## config.mk

```make
export PLATFORM = sky130hd
export DESIGN_NAME = sha256_byte_stream_hasher_unit
export DESIGN_NICKNAME = d
export VERILOG_FILES = /design/src/rtl/sbsh_pkg.sv /design/src/rtl/sbsh_front.sv /design/src/rtl/sbsh_core.sv /design/src/rtl/sha256_byte_stream_hasher_unit.sv
export SDC_FILE = /design/constraint.sdc
export NUM_CORES = 2
export LEC_CHECK = 0
export BUFFER_PORTS_ARGS = -buffer_cell sky130_fd_sc_hd__clkbuf_2
export CELL_PAD_IN_SITES_DETAIL_PLACEMENT = 0
export CELL_PAD_IN_SITES_GLOBAL_PLACEMENT = 2
export CORE_AREA = 2 2 471 473
export CTS_CLUSTER_DIAMETER = 80
export DETAILED_ROUTE_END_ITERATION = 12
export DIE_AREA = 0 0 473 475
export GPL_TIMING_DRIVEN = 0
export MAX_ROUTING_LAYER = met4
export PLACE_DENSITY = 0.76
export SYNTH_ARGS = -nofsm -noshare
export SYNTH_HDL_FRONTEND = slang
export SYNTH_SLANG_ARGS = --single-unit
```

## constraint.sdc

```tcl
create_clock -name clock -period 14.7 [get_ports clock]
set_input_delay 2.205 -clock clock [delete_from_list [all_inputs] [get_ports clock]]
set_output_delay 2.205 -clock clock [all_outputs]
set_load 0.005 [all_outputs]
```

## src/rtl/sbsh_pkg.sv

```systemverilog
// ----------------------------------------------------------------------------
// sbsh_pkg
// shared types and constants of the byte stream sha-256 hasher: the queued
// request item, the round constants and the initial hash value
// ----------------------------------------------------------------------------
package sbsh_pkg;

   typedef logic [31:0] word_type;
   typedef logic [7:0]  byte_type;

   typedef struct packed {
      logic     finish;
      byte_type data;
   } item_type;

   localparam byte_type PAD_MARK  = 8'h80;
   localparam int       LEN_START = 56;

   localparam word_type ROUND_K [64] = '{
      32'h428a2f98, 32'h71374491, 32'hb5c0fbcf, 32'he9b5dba5,
      32'h3956c25b, 32'h59f111f1, 32'h923f82a4, 32'hab1c5ed5,
      32'hd807aa98, 32'h12835b01, 32'h243185be, 32'h550c7dc3,
      32'h72be5d74, 32'h80deb1fe, 32'h9bdc06a7, 32'hc19bf174,
      32'he49b69c1, 32'hefbe4786, 32'h0fc19dc6, 32'h240ca1cc,
      32'h2de92c6f, 32'h4a7484aa, 32'h5cb0a9dc, 32'h76f988da,
      32'h983e5152, 32'ha831c66d, 32'hb00327c8, 32'hbf597fc7,
      32'hc6e00bf3, 32'hd5a79147, 32'h06ca6351, 32'h14292967,
      32'h27b70a85, 32'h2e1b2138, 32'h4d2c6dfc, 32'h53380d13,
      32'h650a7354, 32'h766a0abb, 32'h81c2c92e, 32'h92722c85,
      32'ha2bfe8a1, 32'ha81a664b, 32'hc24b8b70, 32'hc76c51a3,
      32'hd192e819, 32'hd6990624, 32'hf40e3585, 32'h106aa070,
      32'h19a4c116, 32'h1e376c08, 32'h2748774c, 32'h34b0bcb5,
      32'h391c0cb3, 32'h4ed8aa4a, 32'h5b9cca4f, 32'h682e6ff3,
      32'h748f82ee, 32'h78a5636f, 32'h84c87814, 32'h8cc70208,
      32'h90befffa, 32'ha4506ceb, 32'hbef9a3f7, 32'hc67178f2
   };

   localparam word_type INIT_HASH [8] = '{
      32'h6a09e667, 32'hbb67ae85, 32'h3c6ef372, 32'ha54ff53a,
      32'h510e527f, 32'h9b05688c, 32'h1f83d9ab, 32'h5be0cd19
   };

endpackage

```

## src/rtl/sbsh_front.sv

```systemverilog
// ----------------------------------------------------------------------------
// sbsh_front
// request side: takes command beats into a short queue and hands them to the
// hashing core as append or finish items
// ----------------------------------------------------------------------------
module sbsh_front #(
   parameter int QUEUE_DEPTH = 4
) (
   input  logic              clock,
   input  logic              reset,
   input  logic              req_valid,
   output logic              req_stall,
   input  logic              req_command,
   input  logic [7:0]        req_data_byte,
   output logic              item_valid,
   input  logic              item_pop,
   output sbsh_pkg::item_type item
);
   import sbsh_pkg::*;

   localparam int PTR_W = (QUEUE_DEPTH > 1) ? $clog2(QUEUE_DEPTH) : 1;
   localparam int CNT_W = $clog2(QUEUE_DEPTH + 1);

   item_type             slot_ff [QUEUE_DEPTH];
   logic [PTR_W-1:0]     wr_ptr_ff, wr_ptr_in;
   logic [PTR_W-1:0]     rd_ptr_ff, rd_ptr_in;
   logic [CNT_W-1:0]     count_ff, count_in;
   logic                 push;
   logic                 pop;
   item_type             new_item;

   assign req_stall  = (count_ff == CNT_W'(QUEUE_DEPTH));
   assign item_valid = (count_ff != '0);
   assign item       = slot_ff[rd_ptr_ff];
   assign push       = req_valid && !req_stall;
   assign pop        = item_pop && item_valid;

   always_comb begin
      new_item.finish = req_command;
      new_item.data   = req_data_byte;
      wr_ptr_in = wr_ptr_ff;
      rd_ptr_in = rd_ptr_ff;
      count_in  = count_ff;
      if (push) begin
         wr_ptr_in = (wr_ptr_ff == PTR_W'(QUEUE_DEPTH - 1)) ? '0 : wr_ptr_ff + 1'b1;
      end
      if (pop) begin
         rd_ptr_in = (rd_ptr_ff == PTR_W'(QUEUE_DEPTH - 1)) ? '0 : rd_ptr_ff + 1'b1;
      end
      if (push && !pop) begin
         count_in = count_ff + 1'b1;
      end else if (pop && !push) begin
         count_in = count_ff - 1'b1;
      end
   end

   always_ff @(posedge clock) begin
      if (reset) begin
         wr_ptr_ff <= '0;
         rd_ptr_ff <= '0;
         count_ff  <= '0;
      end else begin
         wr_ptr_ff <= wr_ptr_in;
         rd_ptr_ff <= rd_ptr_in;
         count_ff  <= count_in;
      end
   end

   always_ff @(posedge clock) begin
      if (push) begin
         slot_ff[wr_ptr_ff] <= new_item;
      end
   end

endmodule

```

## src/rtl/sbsh_core.sv

```systemverilog
// ----------------------------------------------------------------------------
// sbsh_core
// hashing core: packs bytes into the schedule window, runs one compression
// round per cycle, generates the padding and shifts out the digest
// ----------------------------------------------------------------------------
module sbsh_core (
   input  logic              clock,
   input  logic              reset,
   input  logic              item_valid,
   output logic              item_pop,
   input  sbsh_pkg::item_type item,
   output logic              rsp_valid,
   input  logic              rsp_stall,
   output logic [31:0]       rsp_digest_word,
   output logic [2:0]        rsp_word_index,
   output logic              rsp_last_word
);
   import sbsh_pkg::*;

   localparam logic [2:0] ST_LOAD  = 3'd0;
   localparam logic [2:0] ST_PAD   = 3'd1;
   localparam logic [2:0] ST_ROUND = 3'd2;
   localparam logic [2:0] ST_ADD   = 3'd3;
   localparam logic [2:0] ST_EMIT  = 3'd4;

   localparam logic [5:0] FILL_LAST = 6'd63;
   localparam logic [5:0] ROUND_LAST = 6'd63;
   localparam logic [2:0] WORD_LAST = 3'd7;

   function automatic word_type rotr(input word_type x, input int n);
      rotr = (x >> n) | (x << (32 - n));
   endfunction

   function automatic word_type bsig0(input word_type x);
      bsig0 = rotr(x, 2) ^ rotr(x, 13) ^ rotr(x, 22);
   endfunction

   function automatic word_type bsig1(input word_type x);
      bsig1 = rotr(x, 6) ^ rotr(x, 11) ^ rotr(x, 25);
   endfunction

   function automatic word_type ssig0(input word_type x);
      ssig0 = rotr(x, 7) ^ rotr(x, 18) ^ (x >> 3);
   endfunction

   function automatic word_type ssig1(input word_type x);
      ssig1 = rotr(x, 17) ^ rotr(x, 19) ^ (x >> 10);
   endfunction

   logic [2:0]  state_ff, state_in;
   logic [5:0]  fill_ff, fill_in;
   logic [63:0] bits_ff, bits_in;
   logic [5:0]  round_ff, round_in;
   logic [2:0]  index_ff, index_in;
   logic        fin_ff, fin_in;
   logic        pad_first_ff, pad_first_in;
   logic        zero_only_ff, zero_only_in;
   logic        last_ff, last_in;
   logic [23:0] acc_ff, acc_in;
   word_type    hash_ff [8];
   word_type    hash_in [8];
   word_type    work_ff [8];
   word_type    work_in [8];
   word_type    win_ff [16];
   word_type    win_in [16];

   logic        push_en;
   byte_type    push_byte;
   logic        in_len;
   word_type    w_next;
   word_type    t1;
   word_type    t2;
   word_type    ch;
   word_type    maj;

   assign rsp_valid       = (state_ff == ST_EMIT);
   assign rsp_digest_word = hash_ff[0];
   assign rsp_word_index  = index_ff;
   assign rsp_last_word   = (index_ff == WORD_LAST);

   // schedule and round datapath
   assign w_next = win_ff[0] + ssig0(win_ff[1]) + win_ff[9] + ssig1(win_ff[14]);
   assign ch     = (work_ff[4] & work_ff[5]) ^ (~work_ff[4] & work_ff[6]);
   assign maj    = (work_ff[0] & work_ff[1]) ^ (work_ff[0] & work_ff[2])
                 ^ (work_ff[1] & work_ff[2]);
   assign t1     = work_ff[7] + bsig1(work_ff[4]) + ch + ROUND_K[round_ff] + win_ff[0];
   assign t2     = bsig0(work_ff[0]) + maj;
   assign in_len = !pad_first_ff && !zero_only_ff && (fill_ff >= 6'(LEN_START));

   always_comb begin
      state_in     = state_ff;
      fill_in      = fill_ff;
      bits_in      = bits_ff;
      round_in     = round_ff;
      index_in     = index_ff;
      fin_in       = fin_ff;
      pad_first_in = pad_first_ff;
      zero_only_in = zero_only_ff;
      last_in      = last_ff;
      acc_in       = acc_ff;
      hash_in      = hash_ff;
      work_in      = work_ff;
      win_in       = win_ff;
      push_en      = 1'b0;
      push_byte    = '0;
      item_pop     = 1'b0;

      unique case (state_ff)
         ST_LOAD: begin
            if (item_valid) begin
               item_pop = 1'b1;
               if (!item.finish) begin
                  push_en   = 1'b1;
                  push_byte = item.data;
                  bits_in   = bits_ff + 64'd8;
               end else begin
                  fin_in       = 1'b1;
                  pad_first_in = 1'b1;
                  state_in     = ST_PAD;
               end
            end
         end
         ST_PAD: begin
            push_en      = 1'b1;
            pad_first_in = 1'b0;
            if (pad_first_ff) begin
               push_byte = PAD_MARK;
            end else if (in_len) begin
               push_byte = bits_ff[{~fill_ff[2:0], 3'b000} +: 8];
            end else begin
               push_byte = '0;
            end
            // mark placed at or past the start of the length field: zeros run into the next block
            if (fill_ff == FILL_LAST) begin
               zero_only_in = 1'b0;
            end else if (pad_first_ff && fill_ff >= 6'(LEN_START)) begin
               zero_only_in = 1'b1;
            end
            if (in_len && fill_ff == FILL_LAST) begin
               last_in = 1'b1;
            end
         end
         ST_ROUND: begin
            for (int i = 0; i < 15; i++) begin
               win_in[i] = win_ff[i+1];
            end
            win_in[15] = w_next;
            for (int i = 7; i > 0; i--) begin
               work_in[i] = work_ff[i-1];
            end
            work_in[4] = work_ff[3] + t1;
            work_in[0] = t1 + t2;
            round_in   = round_ff + 1'b1;
            if (round_ff == ROUND_LAST) begin
               state_in = ST_ADD;
            end
         end
         ST_ADD: begin
            for (int i = 0; i < 8; i++) begin
               hash_in[i] = hash_ff[i] + work_ff[i];
            end
            if (last_ff) begin
               state_in = ST_EMIT;
            end else if (fin_ff) begin
               state_in = ST_PAD;
            end else begin
               state_in = ST_LOAD;
            end
         end
         ST_EMIT: begin
            if (!rsp_stall) begin
               for (int i = 0; i < 7; i++) begin
                  hash_in[i] = hash_ff[i+1];
               end
               hash_in[7] = hash_ff[0];
               index_in   = index_ff + 1'b1;
               if (index_ff == WORD_LAST) begin
                  hash_in  = INIT_HASH;
                  bits_in  = '0;
                  fin_in   = 1'b0;
                  last_in  = 1'b0;
                  state_in = ST_LOAD;
               end
            end
         end
         default: begin
            state_in = ST_LOAD;
         end
      endcase

      // byte into the block; a full block starts the rounds
      if (push_en) begin
         fill_in = fill_ff + 1'b1;
         if (fill_ff[1:0] == 2'b11) begin
            for (int i = 0; i < 15; i++) begin
               win_in[i] = win_ff[i+1];
            end
            win_in[15] = {acc_ff, push_byte};
         end else begin
            acc_in = {acc_ff[15:0], push_byte};
         end
         if (fill_ff == FILL_LAST) begin
            work_in  = hash_ff;
            round_in = '0;
            state_in = ST_ROUND;
         end
      end
   end

   always_ff @(posedge clock) begin
      if (reset) begin
         state_ff     <= ST_LOAD;
         fill_ff      <= '0;
         bits_ff      <= '0;
         round_ff     <= '0;
         index_ff     <= '0;
         fin_ff       <= 1'b0;
         pad_first_ff <= 1'b0;
         zero_only_ff <= 1'b0;
         last_ff      <= 1'b0;
         hash_ff      <= INIT_HASH;
      end else begin
         state_ff     <= state_in;
         fill_ff      <= fill_in;
         bits_ff      <= bits_in;
         round_ff     <= round_in;
         index_ff     <= index_in;
         fin_ff       <= fin_in;
         pad_first_ff <= pad_first_in;
         zero_only_ff <= zero_only_in;
         last_ff      <= last_in;
         hash_ff      <= hash_in;
      end
   end

   always_ff @(posedge clock) begin
      acc_ff  <= acc_in;
      work_ff <= work_in;
      win_ff  <= win_in;
   end

endmodule

```

## src/rtl/sha256_byte_stream_hasher_unit.sv

```systemverilog
// ----------------------------------------------------------------------------
// sha256_byte_stream_hasher_unit
// sha-256 of a byte stream, one message byte per request beat
// ----------------------------------------------------------------------------
// a request beat with req_command low appends req_data_byte to the message;
// a beat with req_command high closes the message. the digest then leaves
// on the response channel as eight beats, word 0 first, rsp_last_word set on
// word 7, and the unit starts over from the initial hash value.
// request beats go into a queue of QUEUE_DEPTH entries; req_stall rises only
// while that queue is full.
// while loading, the core takes one queued byte per cycle. every 64th byte
// starts a block compression, the rounds and then the chaining add, during
// which no byte is taken. a finish beat adds 9 to 72 padding bytes, one per
// cycle, and then one or two compressions run before the first digest beat.
// a stalled response holds its word and the core waits until it is taken;
// the queue keeps taking request beats until it is full.
// synchronous reset clears the queue, the bit count and the block fill and
// loads the initial hash value; no clearing pass is needed.
// ----------------------------------------------------------------------------
module sha256_byte_stream_hasher_unit #(
   parameter int QUEUE_DEPTH = 4
) (
   input  logic        clock,
   input  logic        reset,
   input  logic        req_valid,
   output logic        req_stall,
   input  logic        req_command,
   input  logic [7:0]  req_data_byte,
   output logic        rsp_valid,
   input  logic        rsp_stall,
   output logic [31:0] rsp_digest_word,
   output logic [2:0]  rsp_word_index,
   output logic        rsp_last_word
);
   import sbsh_pkg::*;

   logic     item_valid;
   logic     item_pop;
   item_type item;

   sbsh_front #(
      .QUEUE_DEPTH (QUEUE_DEPTH)
   ) u_front (
      .clock         (clock),
      .reset         (reset),
      .req_valid     (req_valid),
      .req_stall     (req_stall),
      .req_command   (req_command),
      .req_data_byte (req_data_byte),
      .item_valid    (item_valid),
      .item_pop      (item_pop),
      .item          (item)
   );

   sbsh_core u_core (
      .clock           (clock),
      .reset           (reset),
      .item_valid      (item_valid),
      .item_pop        (item_pop),
      .item            (item),
      .rsp_valid       (rsp_valid),
      .rsp_stall       (rsp_stall),
      .rsp_digest_word (rsp_digest_word),
      .rsp_word_index  (rsp_word_index),
      .rsp_last_word   (rsp_last_word)
   );

   // last flag marks word 7 only
   a_last_flag: assert property (@(posedge clock) disable iff (reset)
      rsp_valid |-> (rsp_last_word == (rsp_word_index == 3'd7)))
      else $error("last flag does not match word index");

   // digest words leave in order
   a_word_order: assert property (@(posedge clock) disable iff (reset)
      (rsp_valid && !rsp_stall && !rsp_last_word) |=>
         (rsp_valid && rsp_word_index == $past(rsp_word_index) + 3'd1))
      else $error("digest word out of order");

   // response closes after the final word
   a_digest_end: assert property (@(posedge clock) disable iff (reset)
      (rsp_valid && !rsp_stall && rsp_last_word) |=> !rsp_valid)
      else $error("response still valid after final word");

   // a digest always opens at word 0
   a_digest_start: assert property (@(posedge clock) disable iff (reset)
      $rose(rsp_valid) |-> (rsp_word_index == 3'd0))
      else $error("digest does not start at word 0");

endmodule

```

==> out/metrics.sh <==
PLACE.GP.CONGESTION=1.051
POST_LAYOUT_NONFILLER_INSTANCES=12360
VIAS=70910
SYNTHCELLS=9154
CELLPOWERDENSITY_mW_PER_MM2=256.7
SYNTHESIS.AREA_MM2=0.07220
SETUP_VIOL=0
GR-TOTAL-OVERFLOW=0
TIMING.CRITICAL_PATH.ARRIVAL_NS=14.15
AREA_GROWTH_PCT=12.76
DIE-AREA_MM2=0.2247
PWR-SHARE-CLK_PCT=18.7
TOTAL_LEAKAGE_POWER_nW=34.27
TRITONCTS='built'
GRT_START_MAX_NET_PINS=18
SYNTH_FF_TYPE='sky130_fd_sc_hd__dfxtp_1'
POSTSYNTH.ASYNCRESETSHARE_PCT=0
REQUIRED_NS=15.38
GRT_PASS1_WL_MM=524.2
WORST_SLEW_PIN_SLEW_NS=1.689
WORST_IR_DROP_ON_VDD_mV=0.4528
P_SWITCHING_mW=10.49
EDFF_COUNT_SYNTH=60
WORSTREG2REGSTART='u_core.round_ff[1]'
SYNTH.AVG_CELL_AREA_UM2=7.888
ENDPOINT_KIND='flip-flop'
CORE_AREA_MM2=0.2191
CTS.ROOT.BUFFER_CELL='sky130_fd_sc_hd__clkbuf_16'
SYNTH.YOSYS.WARNINGS=0
DIE_HEIGHT_UM=475
DIEWIDTH_UM=473
DRC_VIOLATIONS_LEFT=0
CTS.SINKS=1176
HOLDCRITPATHCLASS='reg -> reg'
SEQPWRFRAC_PCT=18.1
VIOLATIONS='capacitance limit, slew limit'
PLACEMENT_ROWS=172
SLEW-LIMIT-HEADROOM_PCT=-12.61
VIAS_PER_CELL=5.738
LAYOUT-DRIVE-GT1-SHARE_PCT=4.865
ROUTE.DETAILED.WL_PER_INST_UM=31.04
POST-ROUTE-UTIL_PCT=37.16
FIRST_GLOBAL_VIAS=66600
SETUP.WORST_PATH.CLASS='reg -> reg'
PERIOD_SHARE_PCT=91.65
DRT_ITER0_DRC=8859
MIN-DELAY-START='u_core.win_ff[355]'
PLACED_CELLS_INCL_TAPS=12080
FINALWIRELENGTH_MM=383.6
POSTROUTEANTENNANETS=0
FMAXACHIEVABLE_MHz=74.22
CAP_VIOL_MAX_COUNT=18
TIMING.SETUP.TNS_NS=0
NUMCTSBUFFERS=150
CTS_MAX_LEVEL=4
FINAL-MAX-SLEW-VIOLATION-COUNT=179
POWER_REPORT.INTERNAL_TOTAL_mW=10.41
CP_COMMON_CELL='sky130_fd_sc_hd__o21ai_0'
FINAL.MIN_CLOCK_PERIOD_NS=13.47
CRITICAL_PATH_FANOUTS_MAX=13
FLOORPLAN.INITIALDENSITY_PCT=32.96
CRIT_PATH_TOP_DELAY_CELL='sky130_fd_sc_hd__xor2_1'
DRT_FIRST_PASS_ITERS=6
TIMING.CLOCK.SKEW_NS=0.08292
CTS_RESIZED=0
CLOCKBUFFERDEPTH=3
COMB_POWER_SHARE_PCT=63.3
WORST_PATH_LARGEST_CELL_DELAY_NS=0.90
START_KIND='flip-flop'
NUM_IO_PINS=51
RUN_STATUS='finished, violations left'
CLKLATENCYLATEPIN_NS=0.87
TIMING.FINAL.HOLD_VIOLATIONS=0
P_SW_SHARE_PCT=50.18
ANTENNA_FOUND_INITIAL=30
SYNTHDISTINCTLIBCELLS=91
CRIT_START='u_core.round_ff[1]'
YS_FF_LATCH=1176
SEQUENTIAL_CELL_AREA_FRACTION_IN_THE_YOSYS_REPORT_PCT=33.44
SETUP_REPAIR_AFTER_GLOBAL_ROUTING_MISSED_ITS_MARGIN='false'
CTS.CLK_SLEW.WORST_PATHS_NS=0.06
POST_CTS_SETUP_BUFFER_COUNT=0
POST_CTS_HOLD_BUFFER_COUNT=0
DETAILED_PLACE_HPWL_MM=298.6
MAPPEDNETLISTNETS=9768
NUMBER_OF_PORT_BUFFERS=49
LAYOUT.NETS=9972
GLOBAL_ROUTING_USAGE_SUMMED_ACROSS_ALL_ROUTING_LAYERS_PCT=34.17
POWER.TOTAL_mW=20.90
==> routing by layer <==
layer  vias up  part of all wire (%)  track usage (%)
met5         -                     0                -
met4         0                   6.7            19.40
met3       924                   9.7            7.537
met2      3675                    43            50.22
met1     34480                    41            43.19
li1      31830                     -                -
==> final timing paths <==
| path | end | slack, ns | depth (start not counted) |
|---|---|---|---|
| worst max-delay path | u_core.work_ff[255] | 1.23 | 36 |
| worst min-delay path | u_core.win_ff[355] | 0.44 | 2 |
| worst max register to register | u_core.work_ff[255] | 1.23 | 36 |
| worst min register to register | u_core.win_ff[355] | 0.44 | 2 |
==> stage by stage <==
step / hold WS, ns / instance area (um2) / worst slack (ns)
finish: 0.4350 / 81420 / 1.227
global route: 0.4501 / 81410 / 0.9920
CTS: 0.4328 / 81370 / 1.615
detailed placement: 0.4291 / 76160 / 1.655
global placement: 0.4289 / 76040 / 1.383
floorplan: 0.4154 / 72200 / 6.029
==> sequential cells by signal, summed over array words and instances, names as in the netlist, named ones only <==
signal and flops:
u_core.win_ff 512, u_core.work_ff 256, u_front.slot_ff 36, u_core.rsp_word_index 3
u_core.zero_only_ff 1, u_core.state_ff 3, u_core.fill_ff 6, u_core.round_ff 6
u_core.hash_ff 224, u_core.pad_first_ff 1, u_core.last_ff 1, u_core.bits_ff 61
u_core.fin_ff 1, u_core.acc_ff 24, u_front.count_ff 3, u_core.rsp_digest_word 32
u_front.wr_ptr_ff 2, u_front.rd_ptr_ff 2
==> worst max-delay path, delay by kind of cell, from the launching register on <==
kind	cells	cell delay, ns
fa+ha+maj	7	3.07
mux	1	0.53
simple gates	7	1.12
compound gates	14	4.73
xor+xnor	2	1.06
flops	1	0.72
buf+inv	5	2.07
==> cells by family (layout without fill, tap and decap cells) <==
group                      after synthesis  count (layout)  share of synthesized area, %
and+or+nand+nor                       3700            3700                         21.46
AOI/OAI and AO/OA                     2067            2067                         18.32
DFF                                   1176            1176                         33.44
buffers and inverters                  885            1207                         4.779
adders and majority gates              627             627                         12.81
xor gates and xnor gates               603             603                         7.314
muxes                                   96              96                         1.870
other                                    0              10                             0
==> layout make-up <==
| cell class | count | area (um2) |
|---|---|---|
| timing repair buffer | 52 | 290.3 |
| inverter | 258 | 968.4 |
| clock buffer | 207 | 4269 |
| antenna | 10 | 25.02 |
| multi-input combinational | 7093 | 44670 |
| clock inverter | 63 | 942.2 |
| buffer | 627 | 2512 |
| sequential | 1176 | 24140 |
| tap | 2871 | 3592 |
| fill | 23050 | 137700 |
==> Yosys cell counts, types with 37 or more instances <==
library cell / number / area share, %
sky130_fd_sc_hd__nand2_1: 2169 / 11
sky130_fd_sc_hd__dfxtp_1: 1116 / 31
sky130_fd_sc_hd__nor2_1: 767 / 4.0
sky130_fd_sc_hd__clkbuf_1: 555 / 2.9
sky130_fd_sc_hd__a21oi_1: 508 / 3.5
sky130_fd_sc_hd__o21ai_0: 448 / 3.1
sky130_fd_sc_hd__xnor2_1: 440 / 5.3
sky130_fd_sc_hd__ha_1: 405 / 7.0
sky130_fd_sc_hd__a31oi_1: 263 / 2.3
sky130_fd_sc_hd__inv_1: 254 / 1.3
sky130_fd_sc_hd__nor3_1: 231 / 1.6
sky130_fd_sc_hd__fa_1: 196 / 5.4
sky130_fd_sc_hd__a21o_1: 165 / 1.7
sky130_fd_sc_hd__xor2_1: 163 / 2.0
sky130_fd_sc_hd__nand3_1: 107 / 0.74
sky130_fd_sc_hd__nand2b_1: 94 / 0.81
sky130_fd_sc_hd__a211oi_1: 93 / 0.97
sky130_fd_sc_hd__nor2b_1: 76 / 0.66
sky130_fd_sc_hd__o22ai_1: 70 / 0.61
sky130_fd_sc_hd__and3_1: 69 / 0.60
sky130_fd_sc_hd__edfxtp_1: 60 / 2.5
sky130_fd_sc_hd__o21a_1: 60 / 0.62
sky130_fd_sc_hd__o211ai_1: 57 / 0.59
sky130_fd_sc_hd__a211o_1: 55 / 0.67
sky130_fd_sc_hd__a221oi_1: 50 / 0.61
sky130_fd_sc_hd__a311oi_1: 45 / 0.55
sky130_fd_sc_hd__or3_1: 43 / 0.37
sky130_fd_sc_hd__o21bai_1: 42 / 0.44
sky130_fd_sc_hd__mux2i_1: 37 / 0.51
==> power by group through the flow <==
stage / logic, mW / clock network, mW / registers [mW]
2_1_floorplan: 8.38 / 0 / 3.71
3_3_place_gp: 12.9 / 0 / 3.84
3_5_place_dp: 12.9 / 0 / 3.84
4_1_cts: 13.0 / 3.95 / 3.77
5_1_grt: 14.1 / 4.08 / 3.80
6_report: 13.2 / 3.90 / 3.78
==> placed cells by master (no fill, tap or decap), types with 94 or more instances in the layout <==
cell type	netlist	layout
sky130_fd_sc_hd__nand3_1	107	107
sky130_fd_sc_hd__o21ai_0	448	448
sky130_fd_sc_hd__nor2_1	767	766
sky130_fd_sc_hd__ha_1	405	405
sky130_fd_sc_hd__clkbuf_16	0	151
sky130_fd_sc_hd__a21oi_1	508	508
sky130_fd_sc_hd__inv_1	254	254
sky130_fd_sc_hd__dfxtp_1	1116	1116
sky130_fd_sc_hd__nor3_1	231	230
sky130_fd_sc_hd__xnor2_1	440	434
sky130_fd_sc_hd__nand2b_1	94	94
sky130_fd_sc_hd__a31oi_1	263	263
sky130_fd_sc_hd__a21o_1	165	165
sky130_fd_sc_hd__clkbuf_1	555	563
sky130_fd_sc_hd__fa_1	196	196
sky130_fd_sc_hd__xor2_1	163	162
sky130_fd_sc_hd__nand2_1	2169	2169
Power figures use the tool's default switching activity.
